$ cat config.mk
export PLATFORM = sky130hd
export DESIGN_NAME = seconds_to_calendar_date_core_flat
export DESIGN_NICKNAME = d
export VERILOG_FILES = /design/src/design/scd_pkg.sv /design/src/design/scd_in_if.sv /design/src/design/scd_out_if.sv /design/src/design/seconds_to_calendar_date_core.sv /design/src/flat_wrapper.sv
export SDC_FILE = /design/constraint.sdc
export NUM_CORES = 2
export LEC_CHECK = 0
export BUFFER_PORTS_ARGS = -buffer_cell sky130_fd_sc_hd__clkbuf_2
export CORE_ASPECT_RATIO = 2
export CORE_MARGIN = 5
export CORE_UTILIZATION = 60
export CTS_CLUSTER_DIAMETER = 100
export CTS_CLUSTER_SIZE = 25
export DETAILED_ROUTE_END_ITERATION = 7
export PLACE_DENSITY = 0.8
export SLEW_MARGIN = 20
export SYNTH_ARGS = -nofsm -noshare
export SYNTH_HDL_FRONTEND = slang
export SYNTH_SLANG_ARGS = --single-unit
$ cat constraint.sdc
create_clock -name clk -period 8.79 [get_ports clk]
set_input_delay 2.1975 -clock clk [delete_from_list [all_inputs] [get_ports clk]]
set_output_delay 2.1975 -clock clk [all_outputs]
set_load 0.01 [all_outputs]
$ cat src/design/scd_pkg.sv
// Shared types, constants and the sequencer program for the seconds to
// calendar date converter. No dependencies.
package scd_pkg;

  localparam int unsigned SecondsW = 32;
  localparam int unsigned YearW    = 12;
  localparam int unsigned PcW      = 4;
  localparam int unsigned DaysW    = 16;
  localparam int unsigned MulAW    = 25;  // multiplier operand after the pre-shift
  localparam int unsigned RecipW   = 26;
  localparam int unsigned ProdW    = MulAW + RecipW;

  localparam logic [YearW-1:0] BASE_YEAR_RESET = 12'd2000;
  localparam logic [16:0] SECS_PER_DAY  = 17'd86400;
  localparam logic [16:0] SECS_PER_HOUR = 17'd3600;
  localparam logic [16:0] SECS_PER_MIN  = 17'd60;
  localparam logic [YearW-1:0] GREG_CYCLE = 12'd400;
  localparam logic [YearW-1:0] GREG_LAST  = 12'd399;
  localparam logic [3:0] LAST_MONTH = 4'd11;
  localparam logic [3:0] FEBRUARY   = 4'd1;
  localparam logic [3:0] JULY       = 4'd6;

  // Rounded-up reciprocals: (x * RECIP) >> post equals x / divisor exactly
  // over the whole range of x that reaches each division.
  localparam logic [RecipW-1:0] RECIP_DAY  = 26'd50903317;  // 2^35 / 675, x = seconds >> 7
  localparam logic [RecipW-1:0] RECIP_HOUR = 26'd149131;    // 2^29 / 3600
  localparam logic [RecipW-1:0] RECIP_MIN  = 26'd4370;      // 2^18 / 60

  typedef struct packed {
    logic [SecondsW-1:0] seconds;
  } in_word_t;

  typedef struct packed {
    logic [YearW-1:0] year;
    logic [3:0]       month;
    logic [4:0]       day;
    logic [4:0]       hour;
    logic [5:0]       minute;
    logic [5:0]       second;
  } out_word_t;

  typedef enum logic [2:0] {
    OP_WAIT,   // take an input word
    OP_MODY,   // reduce the base year modulo 400
    OP_DIVQ,   // quotient by reciprocal multiply
    OP_DIVR,   // remainder by multiply back and subtract
    OP_YEAR,   // consume one year of days
    OP_MONTH,  // consume one month of days
    OP_OUT     // hand the result to the output register
  } op_t;

  typedef enum logic [1:0] {
    DSEL_DAY,
    DSEL_HOUR,
    DSEL_MIN
  } dsel_t;

  typedef struct packed {
    op_t         op;
    dsel_t       dsel;
    logic        last;     // return to step zero when this step is done
  } ctrl_t;

  typedef struct packed {
    logic [2:0]        pre;    // right shift ahead of the multiply
    logic [RecipW-1:0] recip;  // rounded-up reciprocal
    logic [5:0]        post;   // right shift after the multiply
    logic [16:0]       dvsr;   // the divisor itself
  } div_const_t;

  function automatic ctrl_t prog_rom(input logic [PcW-1:0] pc);
    ctrl_t c;
    c = '{op: OP_WAIT, dsel: DSEL_DAY, last: 1'b0};
    case (pc)
      4'd0:  c = '{op: OP_WAIT,  dsel: DSEL_DAY,  last: 1'b0};
      4'd1:  c = '{op: OP_MODY,  dsel: DSEL_DAY,  last: 1'b0};
      4'd2:  c = '{op: OP_DIVQ,  dsel: DSEL_DAY,  last: 1'b0};
      4'd3:  c = '{op: OP_DIVR,  dsel: DSEL_DAY,  last: 1'b0};
      4'd4:  c = '{op: OP_DIVQ,  dsel: DSEL_HOUR, last: 1'b0};
      4'd5:  c = '{op: OP_DIVR,  dsel: DSEL_HOUR, last: 1'b0};
      4'd6:  c = '{op: OP_DIVQ,  dsel: DSEL_MIN,  last: 1'b0};
      4'd7:  c = '{op: OP_DIVR,  dsel: DSEL_MIN,  last: 1'b0};
      4'd8:  c = '{op: OP_YEAR,  dsel: DSEL_DAY,  last: 1'b0};
      4'd9:  c = '{op: OP_MONTH, dsel: DSEL_DAY,  last: 1'b0};
      4'd10: c = '{op: OP_OUT,   dsel: DSEL_DAY,  last: 1'b1};
      default: c = '{op: OP_WAIT, dsel: DSEL_DAY, last: 1'b0};
    endcase
    return c;
  endfunction

  function automatic div_const_t div_const(input dsel_t d);
    div_const_t c;
    c = '{pre: 3'd7, recip: RECIP_DAY, post: 6'd35, dvsr: SECS_PER_DAY};
    unique case (d)
      DSEL_DAY:  c = '{pre: 3'd7, recip: RECIP_DAY,  post: 6'd35, dvsr: SECS_PER_DAY};
      DSEL_HOUR: c = '{pre: 3'd0, recip: RECIP_HOUR, post: 6'd29, dvsr: SECS_PER_HOUR};
      DSEL_MIN:  c = '{pre: 3'd0, recip: RECIP_MIN,  post: 6'd18, dvsr: SECS_PER_MIN};
      default:   c = '{pre: 3'd7, recip: RECIP_DAY,  post: 6'd35, dvsr: SECS_PER_DAY};
    endcase
    return c;
  endfunction

  function automatic logic [4:0] days_in_month(input logic leap, input logic [3:0] m);
    logic [3:0] k;
    logic [4:0] d;
    k = (m > JULY) ? m - 4'd1 : m;
    d = k[0] ? 5'd30 : 5'd31;
    if (m == FEBRUARY) d = leap ? 5'd29 : 5'd28;
    return d;
  endfunction

endpackage

$ cat src/design/scd_in_if.sv
// Input channel of the date converter: valid, ready and one seconds word.
// Depends on scd_pkg.
interface scd_in_if;
  logic              valid;
  logic              ready;
  scd_pkg::in_word_t data;

  modport source (output valid, output data, input ready);
  modport sink   (input valid, input data, output ready);
endinterface

$ cat src/design/scd_out_if.sv
// Result channel of the date converter: valid, ready and one date word.
// Depends on scd_pkg.
interface scd_out_if;
  logic               valid;
  logic               ready;
  scd_pkg::out_word_t data;

  modport source (output valid, output data, input ready);
  modport sink   (input valid, input data, output ready);
endinterface

$ cat src/design/seconds_to_calendar_date_core.sv
// Top level of the seconds to calendar date converter.
// Depends on scd_pkg, scd_in_if and scd_out_if.
//
// Usage:
//   in_chan  carries one 32-bit seconds word; it is taken when valid and
//            ready are both high. ready is high only at the first program
//            step, so one word is converted at a time.
//   out_chan carries year, month, day, hour, minute and second. The result
//            sits in an output register, so a new input word is taken while
//            an earlier result still waits for the receiver.
//   cfg_we / cfg_data write base_year (12 bits); write only while idle.
// Sequence: after the word is taken, the sequencer reduces base_year modulo
//   400, runs the day, hour and minute divisions (a quotient step and a
//   remainder step each), consumes whole years (at most 136) and whole months
//   (at most 11), then hands off; the year loop sets most of the time. A new
//   word can be taken from the cycle after the handoff.
// Reset: the sequencer returns to step zero, the output goes invalid and
//   base_year returns to 2000.
// Stall: when the receiver holds ready low, the finished result holds in the
//   output register; the sequencer waits at its last step until it is free.
module seconds_to_calendar_date_core (
  input  logic                     clk,
  input  logic                     rst_n,
  scd_in_if.sink                   in_chan,
  scd_out_if.source                out_chan,
  input  logic                     cfg_we,
  input  logic [scd_pkg::YearW-1:0] cfg_data
);

  // Sequencer state
  logic [scd_pkg::PcW-1:0]   pc_r, pc_nxt;
  scd_pkg::ctrl_t            ctrl;
  scd_pkg::div_const_t       dc;
  logic                      done;

  // Datapath registers
  logic [scd_pkg::SecondsW-1:0] acc_r, acc_nxt;    // dividend, then remainder
  logic [scd_pkg::DaysW-1:0]    quo_r, quo_nxt;    // quotient of the division in work
  logic [scd_pkg::DaysW-1:0]    days_r, days_nxt;
  logic [scd_pkg::YearW-1:0]    year_r, year_nxt;
  logic [scd_pkg::YearW-1:0]    m400_r, m400_nxt;  // true year modulo 400
  logic [3:0]                   month_r, month_nxt;
  logic [4:0]                   hour_r, hour_nxt;
  logic [5:0]                   min_r, min_nxt;

  logic [scd_pkg::YearW-1:0]    base_year_r;
  logic                         out_valid_r, out_valid_nxt;
  scd_pkg::out_word_t           out_data_r, out_data_nxt;

  logic [scd_pkg::SecondsW-1:0] acc_sh;
  logic [scd_pkg::MulAW-1:0]    mul_a;
  logic [scd_pkg::ProdW-1:0]    prod;
  logic [scd_pkg::ProdW-1:0]    prod_sh;
  logic [31:0]                  back;
  logic                         leap;
  logic [8:0]                   diy;
  logic [4:0]                   dim;

  assign ctrl = scd_pkg::prog_rom(pc_r);
  assign dc   = scd_pkg::div_const(ctrl.dsel);

  // Gregorian rule on the year modulo 400: low two bits give modulo 4.
  assign leap = (m400_r == 12'd0) ||
                ((m400_r != 12'd100) && (m400_r != 12'd200) &&
                 (m400_r != 12'd300) && (m400_r[1:0] == 2'd0));
  assign diy  = leap ? 9'd366 : 9'd365;
  assign dim  = scd_pkg::days_in_month(leap, month_r);

  // Quotient by rounded-up reciprocal: pre-shift, multiply, post-shift
  assign acc_sh  = acc_r >> dc.pre;
  assign mul_a   = acc_sh[scd_pkg::MulAW-1:0];
  assign prod    = {{scd_pkg::RecipW{1'b0}}, mul_a} * {{scd_pkg::MulAW{1'b0}}, dc.recip};
  assign prod_sh = prod >> dc.post;

  // Multiply the quotient back to strip it from the dividend
  assign back = {16'd0, quo_r} * {15'd0, dc.dvsr};

  assign in_chan.ready  = (ctrl.op == scd_pkg::OP_WAIT);
  assign out_chan.valid = out_valid_r;
  assign out_chan.data  = out_data_r;

  always_comb begin
    acc_nxt       = acc_r;
    quo_nxt       = quo_r;
    days_nxt      = days_r;
    year_nxt      = year_r;
    m400_nxt      = m400_r;
    month_nxt     = month_r;
    hour_nxt      = hour_r;
    min_nxt       = min_r;
    out_data_nxt  = out_data_r;
    out_valid_nxt = out_valid_r && !out_chan.ready;
    done          = 1'b0;

    unique case (ctrl.op)
      scd_pkg::OP_WAIT: begin
        // Load the word and prime every loop
        if (in_chan.valid) begin
          done      = 1'b1;
          acc_nxt   = in_chan.data.seconds;
          year_nxt  = base_year_r;
          m400_nxt  = base_year_r;
          month_nxt = '0;
        end
      end
      scd_pkg::OP_MODY: begin
        if (m400_r >= scd_pkg::GREG_CYCLE) begin
          m400_nxt = m400_r - scd_pkg::GREG_CYCLE;
        end else begin
          done = 1'b1;
        end
      end
      scd_pkg::OP_DIVQ: begin
        done    = 1'b1;
        quo_nxt = prod_sh[scd_pkg::DaysW-1:0];
      end
      scd_pkg::OP_DIVR: begin
        // Keep the remainder for the next division and commit the quotient
        done    = 1'b1;
        acc_nxt = acc_r - back;
        unique case (ctrl.dsel)
          scd_pkg::DSEL_DAY:  days_nxt = quo_r;
          scd_pkg::DSEL_HOUR: hour_nxt = quo_r[4:0];
          scd_pkg::DSEL_MIN:  min_nxt  = quo_r[5:0];
          default:            days_nxt = days_r;
        endcase
      end
      scd_pkg::OP_YEAR: begin
        if (days_r >= {7'd0, diy}) begin
          days_nxt = days_r - {7'd0, diy};
          year_nxt = year_r + 12'd1;
          m400_nxt = (m400_r == scd_pkg::GREG_LAST) ? 12'd0 : m400_r + 12'd1;
        end else begin
          done = 1'b1;
        end
      end
      scd_pkg::OP_MONTH: begin
        if ((month_r < scd_pkg::LAST_MONTH) && (days_r >= {11'd0, dim})) begin
          days_nxt  = days_r - {11'd0, dim};
          month_nxt = month_r + 4'd1;
        end else begin
          done = 1'b1;
        end
      end
      scd_pkg::OP_OUT: begin
        // Hand off once the output register is free
        if (!out_valid_r || out_chan.ready) begin
          done          = 1'b1;
          out_valid_nxt = 1'b1;
          out_data_nxt  = '{year:   year_r,
                            month:  month_r,
                            day:    days_r[4:0],
                            hour:   hour_r,
                            minute: min_r,
                            second: acc_r[5:0]};
        end
      end
      default: done = 1'b0;
    endcase

    if (done) begin
      pc_nxt = ctrl.last ? '0 : pc_r + 4'd1;
    end else begin
      pc_nxt = pc_r;
    end
  end

  always_ff @(posedge clk) begin
    if (!rst_n) begin
      pc_r        <= '0;
      out_valid_r <= 1'b0;
      base_year_r <= scd_pkg::BASE_YEAR_RESET;
    end else begin
      pc_r        <= pc_nxt;
      out_valid_r <= out_valid_nxt;
      if (cfg_we) base_year_r <= cfg_data;
    end
  end

  always_ff @(posedge clk) begin
    acc_r      <= acc_nxt;
    quo_r      <= quo_nxt;
    days_r     <= days_nxt;
    year_r     <= year_nxt;
    m400_r     <= m400_nxt;
    month_r    <= month_nxt;
    hour_r     <= hour_nxt;
    min_r      <= min_nxt;
    out_data_r <= out_data_nxt;
  end

  // A result never leaves with a field out of calendar range
  a_out_range: assert property (@(posedge clk) disable iff (!rst_n)
    out_chan.valid |-> (out_chan.data.month <= 4'd11) && (out_chan.data.day <= 5'd30) &&
                       (out_chan.data.hour <= 5'd23) && (out_chan.data.minute <= 6'd59) &&
                       (out_chan.data.second <= 6'd59))
    else $error("result field out of range");

  // The year loop runs only on a reduced year modulo 400
  a_m400: assert property (@(posedge clk) disable iff (!rst_n)
    (ctrl.op == scd_pkg::OP_YEAR) |-> (m400_r < scd_pkg::GREG_CYCLE))
    else $error("year modulo 400 not reduced");

  // An accepted word starts the program at its second step
  a_start: assert property (@(posedge clk) disable iff (!rst_n)
    (in_chan.valid && in_chan.ready) |=> (pc_r == 4'd1))
    else $error("sequencer did not advance after input");

endmodule

$ cat src/flat_wrapper.sv
// flat-port wrapper written by rule: the top's interface ports become plain ports
module seconds_to_calendar_date_core_flat 
  (clk, rst_n, cfg_we, cfg_data, in_chan_valid, in_chan_data, in_chan_ready, out_chan_valid, out_chan_data, out_chan_ready);
  scd_in_if in_chan_i ();
  scd_out_if out_chan_i ();
  input  logic clk;
  input  logic rst_n;
  input  logic cfg_we;
  input  logic [scd_pkg::YearW-1:0] cfg_data;
  input wire logic [$bits(in_chan_i.valid)-1:0] in_chan_valid;
  input wire logic [$bits(in_chan_i.data)-1:0] in_chan_data;
  output wire logic [$bits(in_chan_i.ready)-1:0] in_chan_ready;
  output wire logic [$bits(out_chan_i.valid)-1:0] out_chan_valid;
  output wire logic [$bits(out_chan_i.data)-1:0] out_chan_data;
  input wire logic [$bits(out_chan_i.ready)-1:0] out_chan_ready;
  assign in_chan_i.valid = in_chan_valid;
  assign in_chan_i.data = in_chan_data;
  assign in_chan_ready = in_chan_i.ready;
  assign out_chan_valid = out_chan_i.valid;
  assign out_chan_data = out_chan_i.data;
  assign out_chan_i.ready = out_chan_ready;
  seconds_to_calendar_date_core u_core (.clk(clk), .rst_n(rst_n), .in_chan(in_chan_i), .out_chan(out_chan_i), .cfg_we(cfg_we), .cfg_data(cfg_data));
endmodule
Word level (Yosys, flattened, before mapping) --
Memories as Yosys holds them, arrays and structs flattened. A register that Yosys moved wholly into a read port is not among the register bits. Index checks and enable logic that the tools add are counted.
Word-level totals: register bits after elaboration 158, memory bits (read-only) 96, input bits 49, output and inout bits 40, word-level logic and storage cells 114, memories kept 1
Memory list:
- (no name shown) | depth 16, width 6, read ports 1, clocked after Yosys merged registers in 1, wr ports 0, RTL line scd_pkg.sv:74 | case (pc)
Operators by class: $add $sub $neg 9, multipliers 2, magnitude comparators 5, equal/unequal tests 18, shifts and indexed selects 2, mux-type cells 33, reductions and logical operators 27
Operator list (number):
- case mux 52 bit (2 select lines) | 1
- case mux 32 bit (2 select lines) | 1
- two-way mux 12 bit | 5
- multiplier 25 x 26 -> 51 bit | 1
- >> shifter 51 x 6 -> 16 bit | 1
- two-way mux 16 bit | 3
- case mux 16 bit (3 select lines) | 1
- case mux 12 bit (3 select lines) | 1
- multiplier 16 x 17 -> 32 bit | 1
- two-way mux 32 bit | 1
- >> shifter 32 x 3 -> 25 bit | 1
- subtractor 32 bit | 1
- adder 12 x 1 -> 12 bit (second input constant) | 2
- case mux 12 bit (2 select lines) | 1
- two-way mux 4 bit | 5
- greater-or-equal comparator 16 x 5 -> 1 bit | 1
- greater-or-equal comparator 16 x 9 -> 1 bit | 1
- subtractor 16 x 5 -> 16 bit | 1
- subtractor 16 x 9 -> 16 bit | 1
- equality test 12 x 9 -> 1 bit (second input constant) | 1
- greater-or-equal comparator 12 x 9 -> 1 bit (second input constant) | 1
- logical NOT 12 bit | 1
- inequality test 12 x 7 -> 1 bit (second input constant) | 1
- inequality test 12 x 8 -> 1 bit (second input constant) | 1
- other kinds (30) | 61

Longest topological paths before layout --
depth in word-level cells 13, mapped depth 35, depth with buffers taken out 32

Worst setup path after synthesis --
Ideal clock, no wire load.
path type reg2reg, start register u_core.ctrl[1] (netlist name), end register u_core.quo_r[0] (netlist name) (data pin), library setup time 0.260 ns, arrival 8.573 ns, data required time 8.530 ns, path slack -0.043 ns, cell stages (with the launch flop) 33, path buffers 3, clock period less this slack 8.833 ns, path through dfxtp_1 > inv_1 > ha_1 > clkbuf_1 > inv_1 > clkbuf_1 > nand2_1 > inv_1 > o21ai_0 > inv_1 > ha_1 > fa_1 > inv_1 > fa_1 > inv_1 > fa_1 > inv_1 > fa_1 > fa_1 > fa_1 > inv_1 > ha_1 > buf_6 > a21oi_4 > o21ai_1 > a221o_1 > a211o_1 > a211oi_2 > o21ai_2 > xor2_1 > mux2_4 > mux4_2 > mux2_4
On the way: longest elaborated chain between the ends 5, elaborated cells on any way between the ends 6, those cells by class mul: 1; eq/ne: 2; shift: 2; mux: 1
Ends and longest elaborated chain:
- equality test 2 bit or equality test 2 x 1 -> 1 bit (tied branches) | RTL line scd_pkg.sv:94 | unique case (d)
- case mux 52 bit (2 select lines) (*) | RTL line scd_pkg.sv:94
- >> shifter 32 x 3 -> 25 bit | RTL line seconds_to_calendar_date_core.sv:70 | assign acc_sh = acc_r >> dc.pre;
- multiplier 25 x 26 -> 51 bit | RTL line seconds_to_calendar_date_core.sv:72 | assign prod = {{scd_pkg::RecipW{1'b0}}, mul_a} * {{scd_pkg::MulAW{1'b0}}, dc.recip};
- >> shifter 51 x 6 -> 16 bit (*) | RTL line seconds_to_calendar_date_core.sv:73 | assign prod_sh = prod >> dc.post;
- named net u_core.prod_sh, one bit | RTL line seconds_to_calendar_date_core.sv:53 | logic [scd_pkg::ProdW-1:0] prod_sh;
- end signal: assignment | RTL line seconds_to_calendar_date_core.sv:182 | quo_r <= quo_nxt;
- end: declaration | RTL line seconds_to_calendar_date_core.sv:38 | logic [scd_pkg::DaysW-1:0] quo_r, quo_nxt;
Mark *: on every way through the listed nets, which the timed path passes. The rest lies on a longest branch. A chain may end at the register's enable or synchronous reset.

Final worst setup path --
start register u_core.ctrl[1] (netlist name), end register u_core.quo_r[0] (netlist name) (data pin)
On the way: longest elaborated chain between the ends 5, elaborated cells on any way between the ends 6, those cells by class mul: 1; eq/ne: 2; shift: 2; mux: 1
Ends and longest elaborated chain (RTL line):
- equality test 2 bit or equality test 2 x 1 -> 1 bit (tied branches) | scd_pkg.sv:94
- case mux 52 bit (2 select lines) (*) | scd_pkg.sv:94
- >> shifter 32 x 3 -> 25 bit | seconds_to_calendar_date_core.sv:70
- multiplier 25 x 26 -> 51 bit | seconds_to_calendar_date_core.sv:72
- >> shifter 51 x 6 -> 16 bit (*) | seconds_to_calendar_date_core.sv:73
- named net u_core.prod_sh, one bit | seconds_to_calendar_date_core.sv:53
Marks and branches as above.

==> run metrics <==
first-pass GRT wire length=156.5 mm; HP Class=register to register; Setup crit start kind=register; die area=57950 µm²; Max Used Layer=met4; post-synth top area share=31.87%; highest fanout seen on the critical path=9; synth cell count leaders=inv_1, fa_1, ha_1; DRC viols=0; met2 wire length=52.76 mm; CTS tree=yes; Routed WL per cell=23.88 µm; ys async rst share=0%; Worst-path clk slew=80 ps; routability cong.=1.082; dominant synthesized flop cell=edfxtp_1; Ys Warns=0; DR pass1 iterations=7; Starting DRT DRC Count=2097; worst slew pin tran=942.8 ps; Vias/cell=6.015; largest net degree at the start of global routing=71; core area=52560 µm²; initial antenna violation count=2; cell taking the most area after synthesis=fa_1; initial core utilization=60.47%; Worst-Skew Late Latency=480 ps; area delta synth->final=10.21%; vias in the first global route=28378; Chip Height=335.5 µm; total of max-cap violations=0; total number of vias=25653; Max Slew Vio Count=0; CP Capture Type=register; global-route usage over all layers=35.60%; Setup CP Type=register to register; clock skew after layout=15.56 ps; fin crit period=8627 ps; post-synthesis average cell area=9.417 µm²; most common cell in the netlist=inv_1; final WL=101.9 mm; Relative slew margins=36.32%; met3 wire len=6.513 mm; row cnt=119; clock tree buffer depth=2; I/O Buffers=88; final core occ=66.64%; final hold violation count=0; EDFF count, synth=141; layout cells sized above 1=11.81%; top cells by area, synth=fa_1, ha_1, edfxtp_1, inv_1, nand2_1; status=complete, no violations; Mapped Cells=3375; root buffer selected by CTS=clkbuf_16; Final HPWL DP=86.61 mm; Metal-1 WL=28.80 mm; grt ovf=0; Final ANT Viol Nets=0; CP required=9020 ps; post-synthesis register bit count=164; # IOs=89; Final Cycle Share=98.14%; Seq/Total Area, Yosys=14.77%; Yosys cell types=79; syn_nets=4379; Syn Std Cell Area=31780 µm²; htree depth=4; CTS buffer count=17; fmax=0.1159 GHz; clock sinks=164; fin nets=4590; die extent in x=172.7 µm; # setup viols final=0; count of hold-fix buffers inserted at cts=0; crit path DAT=8860 ps
==> worst paths after layout <==
path	from	end	slack (ps)	cells past startpoint
min	u_core.min_r[0]	u_core.out_chan.data[6]	420	0
max reg2reg	u_core.ctrl[1]	u_core.quo_r[0]	160	27
min reg2reg	u_core.min_r[0]	u_core.out_chan.data[6]	420	0
max	u_core.ctrl[1]	u_core.quo_r[0]	160	27
==> cells in the final DEF (no fill, tap or decap), types with 9 or more instances in the layout <==
| master | n |
|---|---|
| nor2b_1 | 30 |
| o221ai_1 | 9 |
| clkbuf_2 | 88 |
| a221o_1 | 12 |
| fa_1 | 505 |
| inv_1 | 831 |
| nand2_1 | 246 |
| ha_1 | 443 |
| edfxtp_1 | 141 |
| a21o_1 | 35 |
| mux2_2 | 9 |
| or3_1 | 11 |
| nor3_1 | 36 |
| o21bai_1 | 13 |
| xor2_1 | 38 |
| nor2_1 | 153 |
| o21ai_1 | 14 |
| nand3_1 | 31 |
| clkbuf_16 | 17 |
| nand4_1 | 29 |
| o21ai_0 | 124 |
| a211oi_1 | 13 |
| a21oi_1 | 124 |
| or2_2 | 23 |
| o22ai_1 | 9 |
| and3_1 | 14 |
| dfxtp_1 | 21 |
| xnor2_1 | 58 |
| o211ai_1 | 24 |
| buf_4 | 204 |
| and2_1 | 32 |
| mux2i_1 | 39 |
| nand2b_1 | 12 |
| a31oi_1 | 22 |
==> layout make-up <==
| type | instances | area [µm²] |
|---|---|---|
| sequential | 164 | 4697 |
| tap | 665 | 832.0 |
| clock buffer | 17 | 425.4 |
| fill | 4133 | 17530 |
| clock inverter | 15 | 187.7 |
| antenna | 1 | 2.502 |
| timing repair buffer | 296 | 2056 |
| inverter | 838 | 3152 |
| multi-input combinational | 2269 | 23670 |
==> sequential cells by signal (all words and copies together), names as in the netlist <==
name                   cells
u_core.acc_r              32
u_core.base_year_r        12
u_core.ctrl                6
u_core.days_r             16
u_core.hour_r              5
u_core.m400_r             12
u_core.min_r               6
u_core.month_r             4
u_core.out_chan.data      38
u_core.out_chan.valid      1
u_core.pc_r                4
u_core.quo_r              16
u_core.year_r             12
==> critical path, stage by stage, from the launching register on <==
cell and delay, ps:
dfxtp_2 330, buf_4 130, ha_2 270, inv_1 350
buf_4 340, o21ai_1 170, fa_1 520, inv_1 60
fa_1 680, fa_1 530, fa_1 520, fa_1 450
fa_1 500, inv_1 50, fa_1 480, inv_1 40
ha_1 290, a21oi_1 200, o21ai_1 120, a221o_1 340
a211o_1 260, a211oi_2 260, buf_4 200, o21ai_2 80
xor2_1 170, mux2_4 300, mux4_2 450, mux2_4 280
==> stage by stage <==
| step | worst slack (ps) | cell area (µm²) | hold slack [ps] | TNS (ps) | cells |
|---|---|---|---|---|---|
| floorplan | 26.07 | 31780 | 400.3 | 0 | 3375 |
| global placement | -109.9 | 34180 | 402.7 | -139.5 | 4223 |
| detailed placement | -122.2 | 34180 | 404.5 | -241.5 | 4223 |
| CTS | 46.52 | 34840 | 419.1 | 0 | 4256 |
| global route | -32.28 | 35020 | 426.4 | -32.28 | 4264 |
| finish | 163.5 | 35030 | 415.4 | 0 | 4265 |
==> cell families (layout without fill, tap and decap cells) <==
kind of cell,Yosys count,count (layout),share of synthesized area (%)
other cells,0,1,0
flops,164,164,14.77
simple gates,656,656,9.543
buf+inv,942,1166,11.22
mux,55,55,1.996
compound gates,506,506,10.25
fa+ha+maj,955,955,49.55
xor+xnor,97,97,2.673
==> per-layer routing <==
layer | GRT usage, % | vias up
met3 | 6.117 | 660
met5 | 0 | -
met4 | 36.46 | 0
met2 | 64.36 | 1304
li1 | - | 11269
met1 | 32.05 | 12420
==> repair_timing <==
action	4_1_cts	5_1_grt
setup endpoints to repair	4	16
gates cloned	1	0
buffers inserted	0	8
gates resized for setup	5	47
pin swaps	0	8
Power is left out: the tool's default activity adds up to more than one toggle a clock period on the data nets, which glitch-free logic cannot reach.
